[src/vbc_pkg.sv]
`default_nettype none
// ----------------------------------------------------------------------------
// vbc_pkg
// Shared widths, item kinds, register indexes and the queue entry type of the
// voxel band classifier.
// ----------------------------------------------------------------------------
package vbc_pkg;

    localparam int POS_W      = 10;              // grid index and angle fields
    localparam int ANGLE_W    = 10;              // radius table address
    localparam int OFS_W      = 12;
    localparam int EXT_W      = 11;
    localparam int SHIFT_W    = OFS_W + 1;       // signed shifted coordinate
    localparam int COORD_W    = EXT_W;           // in-bounds coordinate < extent
    localparam int DIST_W     = 20;
    localparam int INT_W      = 16;
    localparam int ADDR_W     = 30;
    localparam int MEAN_W     = 24;
    localparam int CNT_W      = 31;
    localparam int SUM_W      = 46;
    localparam int FRAC_W     = 8;
    localparam int NUM_W      = SUM_W + FRAC_W + 1;
    localparam int CFG_IDX_W  = 3;
    localparam int CFG_DATA_W = 20;
    localparam int FIFO_DEPTH = 4;
    localparam int FIFO_AW    = $clog2(FIFO_DEPTH);

    typedef enum logic [1:0] {
        KIND_LOAD   = 2'd0,
        KIND_VOXEL  = 2'd1,
        KIND_FINISH = 2'd2
    } t_kind;

    localparam logic RES_BOUNDARY = 1'b0;
    localparam logic RES_MEAN     = 1'b1;

    localparam logic [CFG_IDX_W-1:0] CFG_OFFSET_I   = 3'd0;
    localparam logic [CFG_IDX_W-1:0] CFG_OFFSET_J   = 3'd1;
    localparam logic [CFG_IDX_W-1:0] CFG_OFFSET_K   = 3'd2;
    localparam logic [CFG_IDX_W-1:0] CFG_EXTENT_I   = 3'd3;
    localparam logic [CFG_IDX_W-1:0] CFG_EXTENT_J   = 3'd4;
    localparam logic [CFG_IDX_W-1:0] CFG_EXTENT_K   = 3'd5;
    localparam logic [CFG_IDX_W-1:0] CFG_HALFWIDTH  = 3'd6;

    // one queued command; for loads distance carries the radius
    typedef struct packed {
        t_kind                kind;
        logic [COORD_W-1:0]   ci;
        logic [COORD_W-1:0]   cj;
        logic [COORD_W-1:0]   ck;
        logic [ANGLE_W-1:0]   angle;
        logic [DIST_W-1:0]    distance;
        logic [INT_W-1:0]     intensity;
    } t_cmd;

endpackage
`default_nettype wire

[src/vbc_fifo.sv]
`default_nettype none
// ----------------------------------------------------------------------------
// vbc_fifo
// Short command queue between the front and the back.
// ----------------------------------------------------------------------------
module vbc_fifo import vbc_pkg::*; (
    input  wire logic i_clk,
    input  wire logic i_rst_n,
    input  wire logic i_push,
    input  wire t_cmd i_cmd,
    input  wire logic i_pop,
    output logic      o_full,
    output logic      o_empty,
    output t_cmd      o_head
);

    t_cmd                 r_mem [FIFO_DEPTH];
    logic [FIFO_AW-1:0]   r_wr_ptr;
    logic [FIFO_AW-1:0]   r_rd_ptr;
    logic [FIFO_AW:0]     r_count;

    assign o_full  = (r_count == (FIFO_AW+1)'(FIFO_DEPTH));
    assign o_empty = (r_count == '0);
    assign o_head  = r_mem[r_rd_ptr];

    always_ff @(posedge i_clk) begin
        if (i_push) begin
            r_mem[r_wr_ptr] <= i_cmd;
        end
    end

    always_ff @(posedge i_clk) begin
        if (!i_rst_n) begin
            r_wr_ptr <= '0;
            r_rd_ptr <= '0;
            r_count  <= '0;
        end else begin
            if (i_push) begin
                r_wr_ptr <= r_wr_ptr + 1'b1;
            end
            if (i_pop) begin
                r_rd_ptr <= r_rd_ptr + 1'b1;
            end
            case ({i_push, i_pop})
                2'b10:   r_count <= r_count + 1'b1;
                2'b01:   r_count <= r_count - 1'b1;
                default: r_count <= r_count;
            endcase
        end
    end

endmodule
`default_nettype wire

[config.mk]
export PLATFORM = sky130hd
export DESIGN_NAME = vbc_fifo
export DESIGN_NICKNAME = d
export VERILOG_FILES = /design/src/vbc_pkg.sv /design/src/vbc_fifo.sv
export SDC_FILE = /design/constraint.sdc
export NUM_CORES = 1
export LEC_CHECK = 0
export BUFFER_PORTS_ARGS = -buffer_cell sky130_fd_sc_hd__buf_2
export CAP_MARGIN = 25
export CORE_UTILIZATION = 52
export CTS_BUF_LIST = sky130_fd_sc_hd__clkbuf_16
export DETAILED_ROUTE_END_ITERATION = 6
export PLACE_DENSITY = 0.78
export SLEW_MARGIN = 20
export SYNTH_ARGS = -nofsm -noshare
export SYNTH_HDL_FRONTEND = slang
export SYNTH_SLANG_ARGS = --single-unit
[constraint.sdc]
create_clock -name i_clk -period 3.95 [get_ports i_clk]
set_input_delay 0.79 -clock i_clk [delete_from_list [all_inputs] [get_ports i_clk]]
set_output_delay 0.79 -clock i_clk [all_outputs]
set_load 0.005 [all_outputs]
* Word-level counts from Yosys, hierarchy flattened
Memory sizes are Yosys's and may differ from the RTL's. A register that Yosys moved wholly into a read port is not among the register bits.
Cells that the tools add are included.
** Word-level totals
- Flip-flop bits (word level) :: 7
- RAM bits :: 324
- Bits of input ports :: 85
- Memories :: 1
** Operators by class
- $add $sub $neg :: 4
- Equal/unequal tests :: 3
- Mux-type cells :: 5
- Reductions and logical operators :: 2
** Memory list
- r_mem :: depth 4, bits a word 81, rd ports 1, clocked after memory_dff 1, wr ports 1, line vbc_fifo.sv:17 : t_cmd r_mem [FIFO_DEPTH];
** Operators with widths (count)
- $pmux W3 S2 :: 1
- $add A2 B1 Y2 const B :: 2
- $mux W2 :: 2
- $add A3 B1 Y3 const B :: 1
- $eq A3 B3 Y1 const B :: 1
- $logic_not A3 Y1 :: 1
- $sub A3 B1 Y3 const B :: 1
- $eq A2 B1 Y1 const B :: 1
- $eq A2 B2 Y1 const B :: 1
- $mux W1 :: 2
- $reduce_bool A2 Y1 :: 1

* Depth between registers and ports, before layout
Gate-level depths: netlist of the first run.
- Depth in word-level cells :: 3
- Depth in mapped cells :: 7
- Gate-level depth less buffers :: 7

* Worst setup path before layout of the first run
Ideal clock, no wire load.
- Path type :: in2reg
- From :: input i_push
- To :: memory r_mem[0][0] (netlist bit), enable pin
- Library setup time :: 0.448 ns
- Arrival time :: 2.675 ns
- Setup slack :: 0.827 ns
- Stages on the path :: 1
- Path buffers :: 0
- Cell sequence :: and2_1
** On the way
- Cells in the longest elaborated chain, start to end :: 2
** Ends and longest elaborated chain
- start, declared :: line vbc_fifo.sv:9 : input wire logic i_push,
- $mux W1 :: line vbc_fifo.sv:27 : if (i_push) begin
- $mux W1 (implied by the code) :: line vbc_fifo.sv:28 : r_mem[r_wr_ptr] <= i_cmd;
- end, declared :: line vbc_fifo.sv:17
Every way passes these cells.

==> results of run 1 <==
[final timing paths]
path               startpoint      endpoint  slack (ps)  depth (start not counted)
setup reg to reg  r_wr_ptr[0]  r_mem[3][45]        2080                          3
hold / removal      i_cmd[28]  r_mem[1][28]         500                          1
hold reg to reg    r_count[2]    r_count[2]         560                          2
setup / recovery     register    o_head[70]         770                          3
[layout by cell type (no fill, tap or decap), drive strengths merged, types with 2 or more instances in the layout]
cell type	netlist	final
diode	0	2
nand2	2	2
o21ai	2	2
and2	10	10
xor2	3	3
clkinv	0	12
clkbuf	1	37
ha	5	5
bufinv	0	3
clkinvlp	0	2
dfxtp	9	9
buf	17	177
inv	6	12
mux4	81	81
edfxtp	324	324
xnor2	2	2
[worst max-delay path, cell delays in order, from the launching register on]
cell and delay [ps]:
dfxtp_4 780, buf_4 390, mux4_2 550, buf_2 150
[metal layers]
metal	routed length, um	GRT usage [%]
met5	13	0
met4	450	6.49
met3	1600	4.71
met2	10900	31.0
met1	8300	23.2
[per-stage QoR]
stage,hold WS [ps],std cells
finish,500,1003
detailed placement,534,941
CTS,476,1001
global route,484,1001
floorplan,473,469
global placement,484,941
[power groups by stage]
stage / clock network (uW) / logic, uW / registers [uW]
6_report: 3120 / 641 / 4140
2_1_floorplan: 0 / 417 / 4170
4_1_cts: 3180 / 657 / 4140
5_1_grt: 3310 / 701 / 4150
3_5_place_dp: 0 / 654 / 4210
3_3_place_gp: 0 / 633 / 4200
[cells by family after synthesis]
logic type                 after synthesis  share of synthesized area, %
adders and majority gates                6                         0.676
AOI/OAI and AO/OA                        3                         0.143
buffers and inverters                   24                          1.95
DFF                                    333                          81.1
and+or+nand+nor                         16                         0.768
xor gates and xnor gates                 5                         0.358
muxes                                   82                          15.0
[flip-flops by register name, summed over array words and instances, names as in the netlist, named ones only]
name      cells
r_rd_ptr      2
r_mem       324
r_wr_ptr      2
r_count       3
[area by class of cell]
type                       instances  share of cell area (%)
sequential                       333                    68.4
multi-input combinational        112                    14.4
timing repair buffer             177                    6.71
clock buffer                      37                    6.39
tap                              313                    2.70
clock inverter                    23                    1.24
inverter                           6                   0.155
antenna                            2                  0.0345
==> out/qor.csv, run 1 <==
metric,value,unit
worst-path fanout max,32,
fin nets,755,
pre-CTS WS,1220,ps
vias in the first global route,5971,
clk buf depth,3,
Vias per Instance,5.47,
"Core Util, Final",63.5,%
antenna violations before repair,1,
Post-synth EDFFs,324,
first-pass GRT wire length,32900,um
"Clk pin slew, worst setup/hold paths",60,ps
most frequent cells after synthesis,"324 x edfxtp_1, 81 x mux4_2, 10 x and2_1, 9 x dfxtp_1",
synth top area cells,"edfxtp_1 80%, mux4_2 15%, dfxtp_1 1.5%",
most frequent cell after synthesis,edfxtp_1,
placed cell area,13400,um2
Routed Antenna Nets,0,
clk_skew,9.51,ps
switch share,20.5,%
largest area contributor in the netlist,edfxtp_1,
Unique masters post-synth,21,
gpl congestion,0.720,
synthesis-to-layout area growth,18.6,%
first-pass iteration count of the detailed router,4,
Initial Util,53.5,%
Post-Syn Area,12200,um2
"Net Count, Synth",560,
type of the tightest min-delay check,input pin to register,
Clk pwr share,39.5,%
max-cap violations,0,
hold buffers post-CTS,0,
pwr dens,544,nW/um2
status,completed,
TritonCTS Buffers,34,
Slew @ Worst Pin,764,ps
Starting DRT DRC Count,275,
Routed WL,21300,um
combinational power share,8.1,%
full die area,24100,um2
period utilization,80.4,%
Leakage,0.00492,uW
CP arrival,2390,ps
Reg power frac,52.4,%
Rows,55,
Crit Path Class,register to output pin,
WL per Instance,21.3,um
DIE WIDTH,155,um
post-CTS sizing,0,
RSZ-0062 raised after global routing,false,
area of the multi-input gates,2080,um2
hpwl dp,12700,um
Sink Count,333,
Cells after Synth,469,
fmax,0.315,GHz
layout cell share with drive strength beyond 1,45.3,%
CTS tree,done,
total power,7890,uW
Die Ht,155,um
Final Hold Fails,0,
Total GRT Usage,18.3,%
Via Count,5491,
clock root cell,clkbuf_16,
register area share after synthesis,81.1,%
Crit path required time,3160,ps
Post-route DRC,0,
# fillers,1562,
share of synthesized registers carrying an async set or reset,0,%
Post-Route Setup TNS,0,ps
CORE AREA,22800,um2
fin crit period,3180,ps
Post-CTS Setup Repair Bufs,0,
I/O pins,168,
"Design Area, Final",14500,um2
Final Setup Violations,0,
Max-slew headroom,49.0,%
post-synthesis average cell area,26.1,um2
Synth Warn #,0,
#FFs+latches synth,333,
maximum vdd drop,0.409,mV
Final WS setup,774,ps
Int Power,6270,uW
Skew-Pair Late Insertion Delay,500,ps
top-area cell type share of the netlist area,79.6,%
GR Overflow Total,0,
NetSw,1620,uW
most common flop cell mapped by yosys,edfxtp_1,
largest net degree at the start of global routing,52,
Worst setup EP type,output pin,
Port Buffers,167,
Worst setup SP type,register,
H-Tree Depth,2,
Reg area,9920,um2
"Slew Viols, Final",0,
No activity file was read; power rests on OpenSTA's default activity.
==> run 2: changes to the inputs <==
Clock period 3.95 ns to 3.3 ns, I/O delays scaled along.
==> out/qor.csv, run 2 (synthesized netlist as in run 1, its figures left out) <==
metric,value,unit,change
status,completed,,
Final Hold Fails,0,,unchanged
Post-route DRC,0,,unchanged
Hold Path Origin,i_cmd[44],,
WL per Instance,21.9,um,+3.1%
max-cap violations,0,,unchanged
Regs by FF count,"r_mem: 324 flops, r_count: 3 flops",,
CTS tree,done,,
Slew @ Worst Pin,652,ps,-112 ps
Via Count,5507,,+0.29%
Leakage,0.00491,uW,-0.20%
TritonCTS Buffers,34,,unchanged
antenna violations before repair,3,,+2
worst-path fanout max,52,,+63%
CP arrival,2210,ps,-180 ps
R2R Path End,r_mem[0][78],,
gpl congestion,0.730,,+1.3%
Worst setup EP type,output pin,,
reg-to-reg setup timing slack,1420,ps,-660 ps
Crit path required time,2640,ps,-520 ps
Starting DRT DRC Count,349,,+27%
Crit Path Class,register to output pin,,
layout cell share with drive strength beyond 1,45.1,%,-0.21 points
Max-slew headroom,56.5,%,+7.5 points
Die Ht,155,um,unchanged
full die area,24100,um2,unchanged
Min Hold Slack,373,ps,-127 ps
maximum vdd drop,0.465,mV,+14%
clock root cell,clkbuf_16,,
Port Buffers,167,,unchanged
Min-Delay Path Depth,1,,unchanged
Rows,55,,unchanged
post-CTS sizing,0,,unchanged
pwr dens,645,nW/um2,+18%
Vias per Instance,5.50,,+0.39%
clk_skew,14.2,ps,+4.67 ps
FF-to-FF path depth,4,,+1
fin nets,758,,+0.40%
I/O pins,168,,unchanged
Total GRT Usage,18.8,%,+0.42 points
GR Overflow Total,0,,unchanged
first-pass GRT wire length,33600,um,+2.4%
Initial Util,53.5,%,unchanged
max FFs per register,324,,unchanged
WHS Endpoint,r_mem[0][44],,
Skew-Pair Late Insertion Delay,500,ps,about the same
total power,9330,uW,+18%
ANT cells,0,,-2
"Clk pin slew, worst setup/hold paths",60,ps,about the same
Critical R2R Launch,r_wr_ptr[0],,
hold buffers post-CTS,0,,unchanged
"Core Util, Final",63.4,%,-0.093 points
first-pass iteration count of the detailed router,4,,unchanged
"Slew Viols, Final",0,,unchanged
# fillers,1563,,+0.064%
clk buf depth,3,,unchanged
largest net degree at the start of global routing,53,,+1.9%
Routed WL,22000,um,+3.0%
DIE WIDTH,155,um,unchanged
"commonest non-fill, non-tap cells in the layout","324 x edfxtp_1, 167 x buf_2, 81 x mux4_2, 35 x clkbuf_16, 11 x inv_1",,
Sink Count,333,,unchanged
vias in the first global route,5980,,+0.15%
RSZ-0062 raised after global routing,false,,
synthesis-to-layout area growth,18.5,%,
"commonest non-fill, non-tap cell in the layout",edfxtp_1,,
Largest Register,r_mem,,
CORE AREA,22800,um2,unchanged
type of the tightest min-delay check,input pin to register,,
fmax,0.349,GHz,
Routed Antenna Nets,0,,unchanged
Post-Route Setup TNS,0,ps,unchanged
Post-CTS Setup Repair Bufs,0,,unchanged
H-Tree Depth,2,,unchanged
fin crit period,2870,ps,
hpwl dp,13300,um,+4.1%
Worst setup SP type,register,,
period utilization,86.8,%,
Final Setup Violations,0,,unchanged
[run 2: critical path: stages, from the launching register on]
cell     delay [ps]
dfxtp_4         510
buf_12          410
mux4_2          580
buf_2           150
[run 2: area by class of cell]
type / count / area [um2] / share of cell area (%)
tap: 313 / 392 / 2.71
sequential: 333 / 9920 / 68.5
multi-input combinational: 112 / 2080 / 14.4
timing repair buffer: 180 / 1010 / 6.97
clock buffer: 35 / 876 / 6.05
inverter: 6 / 22.5 / 0.156
clock inverter: 23 / 179 / 1.24
[run 2: worst max-delay path by stage]
stage | endpoint | slack, ps | cells after the start
3_5_place_dp | o_head[54] | 910 | 3
5_1_grt | o_head[74] | 300 | 3
4_1_cts | o_head[54] | 380 | 3
2_1_floorplan | r_mem[0][0] | 310 | 1
6_report | o_head[61] | 430 | 3
3_3_place_gp | o_head[1] | 950 | 3
[run 2: where the power goes]
group / internal (uW) / total, uW / switching [uW]
Sequential: 4860 / 4920 / 63.5
Combinational: 408 / 817 / 409
Clock: 2150 / 3600 / 1450
Total: 7410 / 9330 / 1920
[run 2: stage by stage]
step	std cells	area (um2)	setup slack (ps)
floorplan	469	12200	307
global placement	944	13400	946
detailed placement	944	13400	909
CTS	1002	14500	385
global route	1002	14500	302
finish	1002	14500	434
[run 2: layer usage]
layer | vias up | routed length (um) | global-route usage, % | share of wire, %
met1 | 2877 | 9090 | 24.3 | 41
met5 | - | 36 | 0 | 0.16
li1 | 2405 | - | - | -
met2 | 186 | 11200 | 31.5 | 51
met3 | 33 | 1390 | 5.32 | 6.3
met4 | 6 | 269 | 4.90 | 1.2
