--- src/vbc_pkg.sv ---
`default_nettype none
// ----------------------------------------------------------------------------
// vbc_pkg
// Shared widths, item kinds, register indexes and the queue entry type of the
// voxel band classifier.
// ----------------------------------------------------------------------------
package vbc_pkg;

    localparam int POS_W      = 10;              // grid index and angle fields
    localparam int ANGLE_W    = 10;              // radius table address
    localparam int OFS_W      = 12;
    localparam int EXT_W      = 11;
    localparam int SHIFT_W    = OFS_W + 1;       // signed shifted coordinate
    localparam int COORD_W    = EXT_W;           // in-bounds coordinate < extent
    localparam int DIST_W     = 20;
    localparam int INT_W      = 16;
    localparam int ADDR_W     = 30;
    localparam int MEAN_W     = 24;
    localparam int CNT_W      = 31;
    localparam int SUM_W      = 46;
    localparam int FRAC_W     = 8;
    localparam int NUM_W      = SUM_W + FRAC_W + 1;
    localparam int CFG_IDX_W  = 3;
    localparam int CFG_DATA_W = 20;
    localparam int FIFO_DEPTH = 4;
    localparam int FIFO_AW    = $clog2(FIFO_DEPTH);

    typedef enum logic [1:0] {
        KIND_LOAD   = 2'd0,
        KIND_VOXEL  = 2'd1,
        KIND_FINISH = 2'd2
    } t_kind;

    localparam logic RES_BOUNDARY = 1'b0;
    localparam logic RES_MEAN     = 1'b1;

    localparam logic [CFG_IDX_W-1:0] CFG_OFFSET_I   = 3'd0;
    localparam logic [CFG_IDX_W-1:0] CFG_OFFSET_J   = 3'd1;
    localparam logic [CFG_IDX_W-1:0] CFG_OFFSET_K   = 3'd2;
    localparam logic [CFG_IDX_W-1:0] CFG_EXTENT_I   = 3'd3;
    localparam logic [CFG_IDX_W-1:0] CFG_EXTENT_J   = 3'd4;
    localparam logic [CFG_IDX_W-1:0] CFG_EXTENT_K   = 3'd5;
    localparam logic [CFG_IDX_W-1:0] CFG_HALFWIDTH  = 3'd6;

    // one queued command; for loads distance carries the radius
    typedef struct packed {
        t_kind                kind;
        logic [COORD_W-1:0]   ci;
        logic [COORD_W-1:0]   cj;
        logic [COORD_W-1:0]   ck;
        logic [ANGLE_W-1:0]   angle;
        logic [DIST_W-1:0]    distance;
        logic [INT_W-1:0]     intensity;
    } t_cmd;

endpackage
`default_nettype wire

--- src/vbc_front.sv ---
`default_nettype none
// ----------------------------------------------------------------------------
// vbc_front
// Decodes input words, shifts voxel coordinates by the offsets, drops voxels
// outside the image and pushes the surviving commands into the queue.
// ----------------------------------------------------------------------------
module vbc_front import vbc_pkg::*; (
    input  wire logic                  i_in_valid,
    input  wire logic [1:0]            i_kind,
    input  wire logic [POS_W-1:0]      i_pos_i,
    input  wire logic [POS_W-1:0]      i_pos_j,
    input  wire logic [POS_W-1:0]      i_pos_k,
    input  wire logic [POS_W-1:0]      i_angle_index,
    input  wire logic [DIST_W-1:0]     i_distance,
    input  wire logic [INT_W-1:0]      i_intensity,
    input  wire logic [DIST_W-1:0]     i_radius_value,
    input  wire logic [OFS_W-1:0]      i_offset_i,
    input  wire logic [OFS_W-1:0]      i_offset_j,
    input  wire logic [OFS_W-1:0]      i_offset_k,
    input  wire logic [EXT_W-1:0]      i_extent_i,
    input  wire logic [EXT_W-1:0]      i_extent_j,
    input  wire logic [EXT_W-1:0]      i_extent_k,
    input  wire logic                  i_fifo_full,
    output logic                       o_in_ready,
    output logic                       o_push,
    output t_cmd                       o_cmd
);

    logic [SHIFT_W-1:0] w_ci;
    logic [SHIFT_W-1:0] w_cj;
    logic [SHIFT_W-1:0] w_ck;
    logic               w_inb;
    logic               w_keep;

    function automatic logic [SHIFT_W-1:0] shift_coord(
        input logic [POS_W-1:0] pos,
        input logic [OFS_W-1:0] ofs
    );
        shift_coord = {{(SHIFT_W-POS_W){1'b0}}, pos} + {ofs[OFS_W-1], ofs};
    endfunction

    // strictly above zero and below the extent
    function automatic logic in_bounds(
        input logic [SHIFT_W-1:0] c,
        input logic [EXT_W-1:0]   ext
    );
        in_bounds = !c[SHIFT_W-1] && (c != '0) &&
                    (c[SHIFT_W-2:0] < {{(SHIFT_W-1-EXT_W){1'b0}}, ext});
    endfunction

    always_comb begin
        w_ci  = shift_coord(i_pos_i, i_offset_i);
        w_cj  = shift_coord(i_pos_j, i_offset_j);
        w_ck  = shift_coord(i_pos_k, i_offset_k);
        w_inb = in_bounds(w_ci, i_extent_i) && in_bounds(w_cj, i_extent_j) &&
                in_bounds(w_ck, i_extent_k);

        case (t_kind'(i_kind))
            KIND_LOAD:   w_keep = 1'b1;
            KIND_VOXEL:  w_keep = w_inb;
            KIND_FINISH: w_keep = 1'b1;
            default:     w_keep = 1'b0;
        endcase

        o_cmd.kind      = t_kind'(i_kind);
        o_cmd.ci        = w_ci[COORD_W-1:0];
        o_cmd.cj        = w_cj[COORD_W-1:0];
        o_cmd.ck        = w_ck[COORD_W-1:0];
        o_cmd.angle     = i_angle_index[ANGLE_W-1:0];
        o_cmd.distance  = (t_kind'(i_kind) == KIND_LOAD) ? i_radius_value : i_distance;
        o_cmd.intensity = i_intensity;
    end

    assign o_in_ready = !i_fifo_full;
    assign o_push     = i_in_valid && !i_fifo_full && w_keep;

endmodule
`default_nettype wire

--- config.mk ---
export PLATFORM = sky130hd
export DESIGN_NAME = vbc_front
export DESIGN_NICKNAME = d
export VERILOG_FILES = /design/src/vbc_pkg.sv /design/src/vbc_front.sv
export SDC_FILE = /design/constraint.sdc
export NUM_CORES = 1
export LEC_CHECK = 0
export BUFFER_PORTS_ARGS = -buffer_cell sky130_fd_sc_hd__buf_2
export CAP_MARGIN = 20
export CELL_PAD_IN_SITES_DETAIL_PLACEMENT = 1
export CELL_PAD_IN_SITES_GLOBAL_PLACEMENT = 2
export CORE_MARGIN = 2
export CORE_UTILIZATION = 20
export DETAILED_ROUTE_END_ITERATION = 16
export PLACE_DENSITY = 0.91
export RECOVER_POWER = 50
export SLEW_MARGIN = 10
export SYNTH_ARGS = -nofsm -noshare
export SYNTH_HDL_FRONTEND = slang
export SYNTH_SLANG_ARGS = --single-unit
--- constraint.sdc ---
create_clock -name vclk -period 10.2
set_clock_uncertainty 0.2 [all_clocks]
set_input_delay 0.51 -clock vclk [all_inputs]
set_output_delay 0.51 -clock vclk [all_outputs]
set_load 0.05 [all_outputs]
# Word level (Yosys, flattened, before mapping)
# Index checks and enable logic that the tools add are counted.
# Widths: inputs -> output; s select.
[op_classes]
reduce_logical = 19
order_cmp = 3
mul = 0
n_mux = 2
n_bitwise = 0
eq_ne = 2
n_addsub = 3
n_div = 0
shift = 0
[ops]
columns = ["operator", "n"]
rows = [
  ["$add 11x12->13", 3],
  ["$reduce_bool 13->1", 3],
  ["$lt 12x11->1", 3],
  ["$mux 20", 1],
  ["$logic_and 1x1->1", 10],
  ["$logic_not 1->1", 4],
  ["$eq 2x1->1 const B", 1],
  ["$eq 2x2->1 const B", 1],
  ["$logic_not 2->1", 1],
  ["$pmux 1 s2", 1],
  ["$reduce_or 2->1", 1],
]
[word_totals]
ramBits = 0
mem_bits_ro = 0
memories = 0
inputBits = 169
wordCells = 29
regBits = 0
latchBits = 0

# Depth between registers and ports, before layout
# Gate-level depths: netlist (run 1).
[logic_depth]
word_depth = 8
depth_mapped = 17

# Least setup slack after synthesis (run 1)
# No wires, ideal clock.
[synth_timing]
kind = "input -> output"
from = "input i_pos_j[0]"
to = "output o_push"
arrival_time_ns = 4.881
path_slack_ns = 4.609
path_stages = 16
path_cell_list = "ha_1 > fa_1 > a21o_1 > a221oi_1 > o211ai_1 > a31oi_1 > xnor2_1 > ha_1 > or4_1 > a31oi_1 > o221ai_1 > nor3_1 > o2111ai_1 > a2111oi_0 > nand4_1 > o22ai_1"
[synth_rtl]
columns = ["item", "line_no", "text"]
rows = [
  ["start, declared", "vbc_front.sv:11", "input wire logic [POS_W-1:0] i_pos_j,"],
  ["end, declared", "vbc_front.sv:25", "output logic o_push,"],
]

# Worst setup path in the final report (run 1)
[layout_timing]
from = "input i_pos_j[0]"
to = "output o_push"
[layout_between]
elab_chain_len = 8
[layout_lines]
columns = ["item", "line_no", "text"]
rows = [
  ["$add 11x12->13 (*)", "vbc_front.sv:39", "shift_coord = {{(SHIFT_W-POS_W){1'b0}}, pos} + {ofs[OFS_W-1], ofs};"],
  ["branches (longest 2 deep; another with $lt 12x11->1)", "n/a", ""],
  ["$logic_and 1x1->1 (*)", "vbc_front.sv:47", "in_bounds = !c[SHIFT_W-1] && (c != '0) &&"],
  ["$logic_and 1x1->1 (*) (2 in series)", "vbc_front.sv:55", "w_inb = in_bounds(w_ci, i_extent_i) && in_bounds(w_cj, i_extent_j) &&"],
  ["$pmux 1 s2 (*)", "vbc_front.sv:58", "case (t_kind'(i_kind))"],
  ["$logic_and 1x1->1 (*)", "vbc_front.sv:75", "assign o_push = i_in_valid && !i_fifo_full && w_keep;"],
]
# Mark *: on every way between the ends.

==> reports/metrics.cfg, run 1 <==
[cts]
post_cts_buffers=0
cts_hold_buf=0
cts-resized-gates=0

[floorplan]
die_y_um=121
io_pins=252
start_util=0.205
core-area_um2=13200
die_w_um=121
dieArea_um2=14500
rows=42

[logic_synthesis]
synthSimpleGateAreaFrac=0.156
synthesis.area_um2=2720
synth.top_cell.area_share=0.276
synth_compound_area_frac=0.238
synth.area.top_cells=ha_1 28%, mux2_2 8.3%, buf_4 7.7%, inv_1 6.5%, xnor2_1 5.2%
synthMuxAreaShare=0.0828
synthCells=358
synth_nets=590
ys_seq_area_frac=0
yosys_warnings=0
yosys.area.top_type=ha_1
synth_cell_types=52
synthAdderAreaFrac=0.298
synth_top_family_by_area=adder cells
avgSynthCellArea_um2=7.60
synthXorXnorAreaFrac=0.0773

[detailed_routing]
firstDrtPassIters=4
routed-wl-met2_um=5380
dr.first_iter.drc_count=102
routed-wl-met3_um=783
wl_um=10600
routedWlPerCell_um=15.0
ant_nets=0
wl_met1_um=4290
drc=0
vias_per_cell=4.66
top_layer=met4
vias=3284

[power_and_ir_drop]
ir_drop_v=0.0000654
p_leak_uw=0.00201
powerDensity_nw_per_um2=96.1

[global_routing]
grt_pass1_vias=3399
grt_usage=0.136
grt_max_degree=21
grt_overflow=0
grt_first_pass_wirelength_um=16600
antenna_found_initial=1

[critical_path]
crit_path_end_kind=output pin
worst_ep_arrival_time_ps=4660
crit_family=compound AO/OA/AOI/OAI gates
crit_path_start_kind=primary input
crit_buf_inv=2
crit_path_max_fanout=3
slowest_delay_ps=470
startpoint=i_pos_j[0]
path_cells=buf_2 > ha_1 > fa_1 > a21o_1 > a221oi_1 > o211ai_1 > a31oi_1 > xnor2_1 > ha_1 > or4_1 > a31oi_1 > o221ai_1 > nor3_1 > o2111ai_1 > a2111oi_0 > nand4_1 > o22ai_1 > buf_2
path_class=primary input to output pin
cp_slowest_cell=or4_1
cp_num_cells=18
required_ps=9490

[sta]
fmax_ghz=0.186
drv_slew=0
worstMarginPinSlew_ps=1040
hold_ws_ps=820
setup_viol=0
setup_tns_ps=0
finalHoldViolations=0
rsz0062_at_grt=no
fin_crit_ps=5370
setup_ws_ps=4830
period_share=0.526
max-slew-margin-rel=0.307

[status]
outcome=finished clean

[hold_path]
hp-class=primary input to output pin
whs_endpoint=o_cmd[45]
hp-start=i_angle_index[9]
whs_path_depth=0

[flow_run]
drv_cap=0

[layout]
drive_gt1_frac=0.404
n_clock_buffer=0
seq_cells=0
synthToLayoutAreaGrowth_pct=36.2
stdcell_area_um2=3700
nets=761
regArea_um2=0

[placement]
dp_hpwl_um=9690
pre_cts_slack_ps=4810
gp_congestion=0.855
placed_cell_area_um2=3720
io_buffer_count=200

## worst max path at each step
stage                  end  slack (ps)
floorplan           o_push        4610
global placement    o_push        4960
global route        o_push        4280
finish              o_push        4830
CTS                 o_push        4790
detailed placement  o_push        4810
## layout make-up
cell class	count	area, µm²
Multi-Input combinational cell	279	2320
Fill cell	1712	9540
Tap cell	176	220
Antenna cell	1	2.50
Inverter	47	176
Timing Repair Buffer	201	987
## power breakdown
part / total (µW) / switching (µW) / leakage [µW] / internal, µW
sequential: 0 / 0 / 0 / 0
combinational: 356 / 241 / 0.00201 / 115
clock: 0.0000131 / 0 / 0.00000000634 / 0.0000131
## cells in the mapped netlist (5+ instances only)
cell	n
ha_1	60
inv_1	47
buf_4	28
a21oi_1	25
mux2_2	20
nor2_1	16
xnor2_1	16
nand2_1	12
o21ai_0	11
a21o_1	10
nand2b_1	9
xor2_1	8
nand3_1	7
a31oi_1	6
and3_1	5
nor3_1	5
o211ai_1	5
or3_1	5
## cell usage in the layout (no fill, tap or decap), types with 4 or more instances in the layout
master and n:
nand2b_1 9, a31oi_1 6, inv_1 47, o21a_1 4
ha_1 60, nand3_1 7, xnor2_1 16, o21ai_0 11
mux2_2 20, a21oi_1 25, nor2_1 16, nand2_1 12
o211ai_1 5, buf_2 186, xor2_1 8, clkbuf_1 15
or4_1 4, and3_1 5, nor3_1 5, a21o_1 10
or3_1 5
## routing by layer
| metal | vias to the layer above | global-route usage |
|---|---|---|
| met1 | 1503 | 0.164 |
| met4 | 0 | 0.0145 |
| met5 | - | 0 |
| met2 | 139 | 0.261 |
| li1 | 1626 | - |
| met3 | 16 | 0.0198 |
## cell families after synthesis
group / Yosys count
buf+inv: 79
compound gates: 94
mux: 20
simple gates: 78
fa+ha+maj: 63
xor+xnor: 24
## metrics by stage
stage	instances	utilization	total power [µW]
after floorplan	358	-	285
after global placement	703	0.281	351
after detailed placement	703	0.281	360
after CTS	703	0.281	362
after global routing	704	0.280	390
final	704	0.280	356
Power figures use the tool's default switching activity.
==> run 2, diff against run 1 <==
- CORE_UTILIZATION: 20 -> 18
- PLACE_DENSITY: 0.91 -> 0.83
- clock period: 10.2 -> 5.4 ns (I/O delays scaled with it)
==> reports/metrics.cfg, run 2 (same netlist as run 1, synthesis figures left out) <==
[status]
outcome=finished clean  ; unchanged

[detailed_routing]
wl_um=11100  ; was 10600 µm
dr.first_iter.drc_count=60  ; was 102
routedWlPerCell_um=15.6  ; was 15.0 µm
ant_nets=0  ; unchanged
vias=3251  ; was 3284
firstDrtPassIters=4  ; unchanged
vias_per_cell=4.57  ; was 4.66
drc=0  ; unchanged

[sta]
fin_crit_ps=4870
worstMarginPinSlew_ps=1030  ; was 1040 ps
rsz0062_at_grt=no  ; unchanged
setup_tns_ps=0  ; unchanged
setup_viol=0  ; unchanged
period_share=0.902
fmax_ghz=0.205
finalHoldViolations=0  ; unchanged
max-slew-margin-rel=0.313  ; was 0.307
hold_ws_ps=340  ; was 820 ps
drv_slew=0  ; unchanged
setup_ws_ps=527  ; was 4830 ps

[global_routing]
met3_usage=0.0169  ; was 0.0198
grt_usage=0.131  ; was 0.136
grt_pass1_vias=3530  ; was 3399
grt_overflow=0  ; unchanged
antenna_found_initial=0  ; was 1
grt_max_degree=21  ; unchanged
use_met2=0.261  ; about the same
grt_first_pass_wirelength_um=17600  ; was 16600 µm
top_usage_layer=met2  ; unchanged
grtUsageMet1=0.153  ; was 0.164

[critical_path]
cp_slowest_cell=or4_1  ; unchanged
slowest_delay_ps=470  ; about the same
crit_path_max_fanout=3  ; unchanged
crit_path_start_kind=primary input  ; unchanged
path_class=primary input to output pin  ; unchanged
path_cells=buf_2 > ha_1 > fa_1 > a21o_1 > a221oi_1 > o211ai_1 > a31oi_1 > xnor2_1 > ha_1 > or4_1 > a31oi_1 > o221ai_1 > nor3_1 > o2111ai_1 > a2111oi_0 > nand4_1 > o22ai_1 > buf_2  ; unchanged
crit_path_end_kind=output pin  ; unchanged
crit_family=compound AO/OA/AOI/OAI gates  ; unchanged
crit_buf_inv=2  ; unchanged
required_ps=4930  ; was 9490 ps
worst_ep_arrival_time_ps=4400  ; was 4660 ps

[cts]
post_cts_buffers=0  ; unchanged
cts_hold_buf=0  ; unchanged
cts-resized-gates=0  ; unchanged

[flow_run]
drv_cap=0  ; unchanged

[power_and_ir_drop]
ir_drop_v=0.0000912  ; was 0.0000654 V
power_uw=679  ; was 356 µW
p_leak_uw=0.00201  ; unchanged
powerDensity_nw_per_um2=183  ; was 96.1 nW/µm²

[floorplan]
die_y_um=127  ; was 121 µm
start_util=0.186  ; was 0.205
dieArea_um2=16100  ; was 14500 µm²
rows=44  ; was 42
die_w_um=127  ; was 121 µm
core-area_um2=14600  ; was 13200 µm²
io_pins=252  ; unchanged

[placement]
placed_cell_area_um2=3730  ; was 3720 µm²
pre_cts_slack_ps=542  ; was 4810 ps
gp_congestion=0.840  ; was 0.855
dp_hpwl_um=10300  ; was 9690 µm
io_buffer_count=200  ; unchanged

[layout]
drive_gt1_frac=0.404  ; unchanged
synthToLayoutAreaGrowth_pct=36.5  ; was 36.2%
nets=761  ; unchanged
regArea_um2=0  ; unchanged
n_antenna_cell=0  ; was 1
stdcell_area_um2=3710  ; was 3700 µm²
seq_cells=0  ; unchanged
layout_common_cells=186 x buf_2, 60 x ha_1, 47 x inv_1, 25 x a21oi_1, 20 x mux2_2  ; unchanged
layout_commonest_cell=buf_2  ; unchanged
n_clock_buffer=0  ; unchanged

[hold_path]
hp-class=primary input to output pin  ; unchanged

## run 2: per-layer routing
layer / vias to the layer above / share of wire / routed length, µm
met3: 10 / 0.066 / 735
met5: - / 0 / 0
met2: 142 / 0.53 / 5840
met4: 0 / 0.0070 / 78
li1: 1618 / - / -
met1: 1481 / 0.40 / 4460
## run 2: final cells by class
| cell class | count | area, µm² |
|---|---|---|
| multi-input cells | 279 | 2320 |
| well taps | 184 | 230 |
| inverters | 47 | 176 |
| fillers | 1845 | 10900 |
| repair buffers | 201 | 987 |
## run 2: report_power, final
| part | internal [µW] | switching [µW] |
|---|---|---|
| sequential | 0 | 0 |
| clock | 0 | 0 |
| combinational | 217 | 462 |
| total | 217 | 462 |
## run 2: final timing paths
kind	from	endpoint	slack (ps)	depth (start not counted)
worst min-delay path	i_intensity[13]	o_cmd[13]	340	0
worst max-delay path	i_pos_j[0]	o_push	530	18
## run 2: through the flow
stage | std cells | util
after floorplan | 358 | -
after global placement | 711 | 0.255
after detailed placement | 711 | 0.255
after CTS | 711 | 0.255
after global routing | 711 | 0.254
final | 711 | 0.254
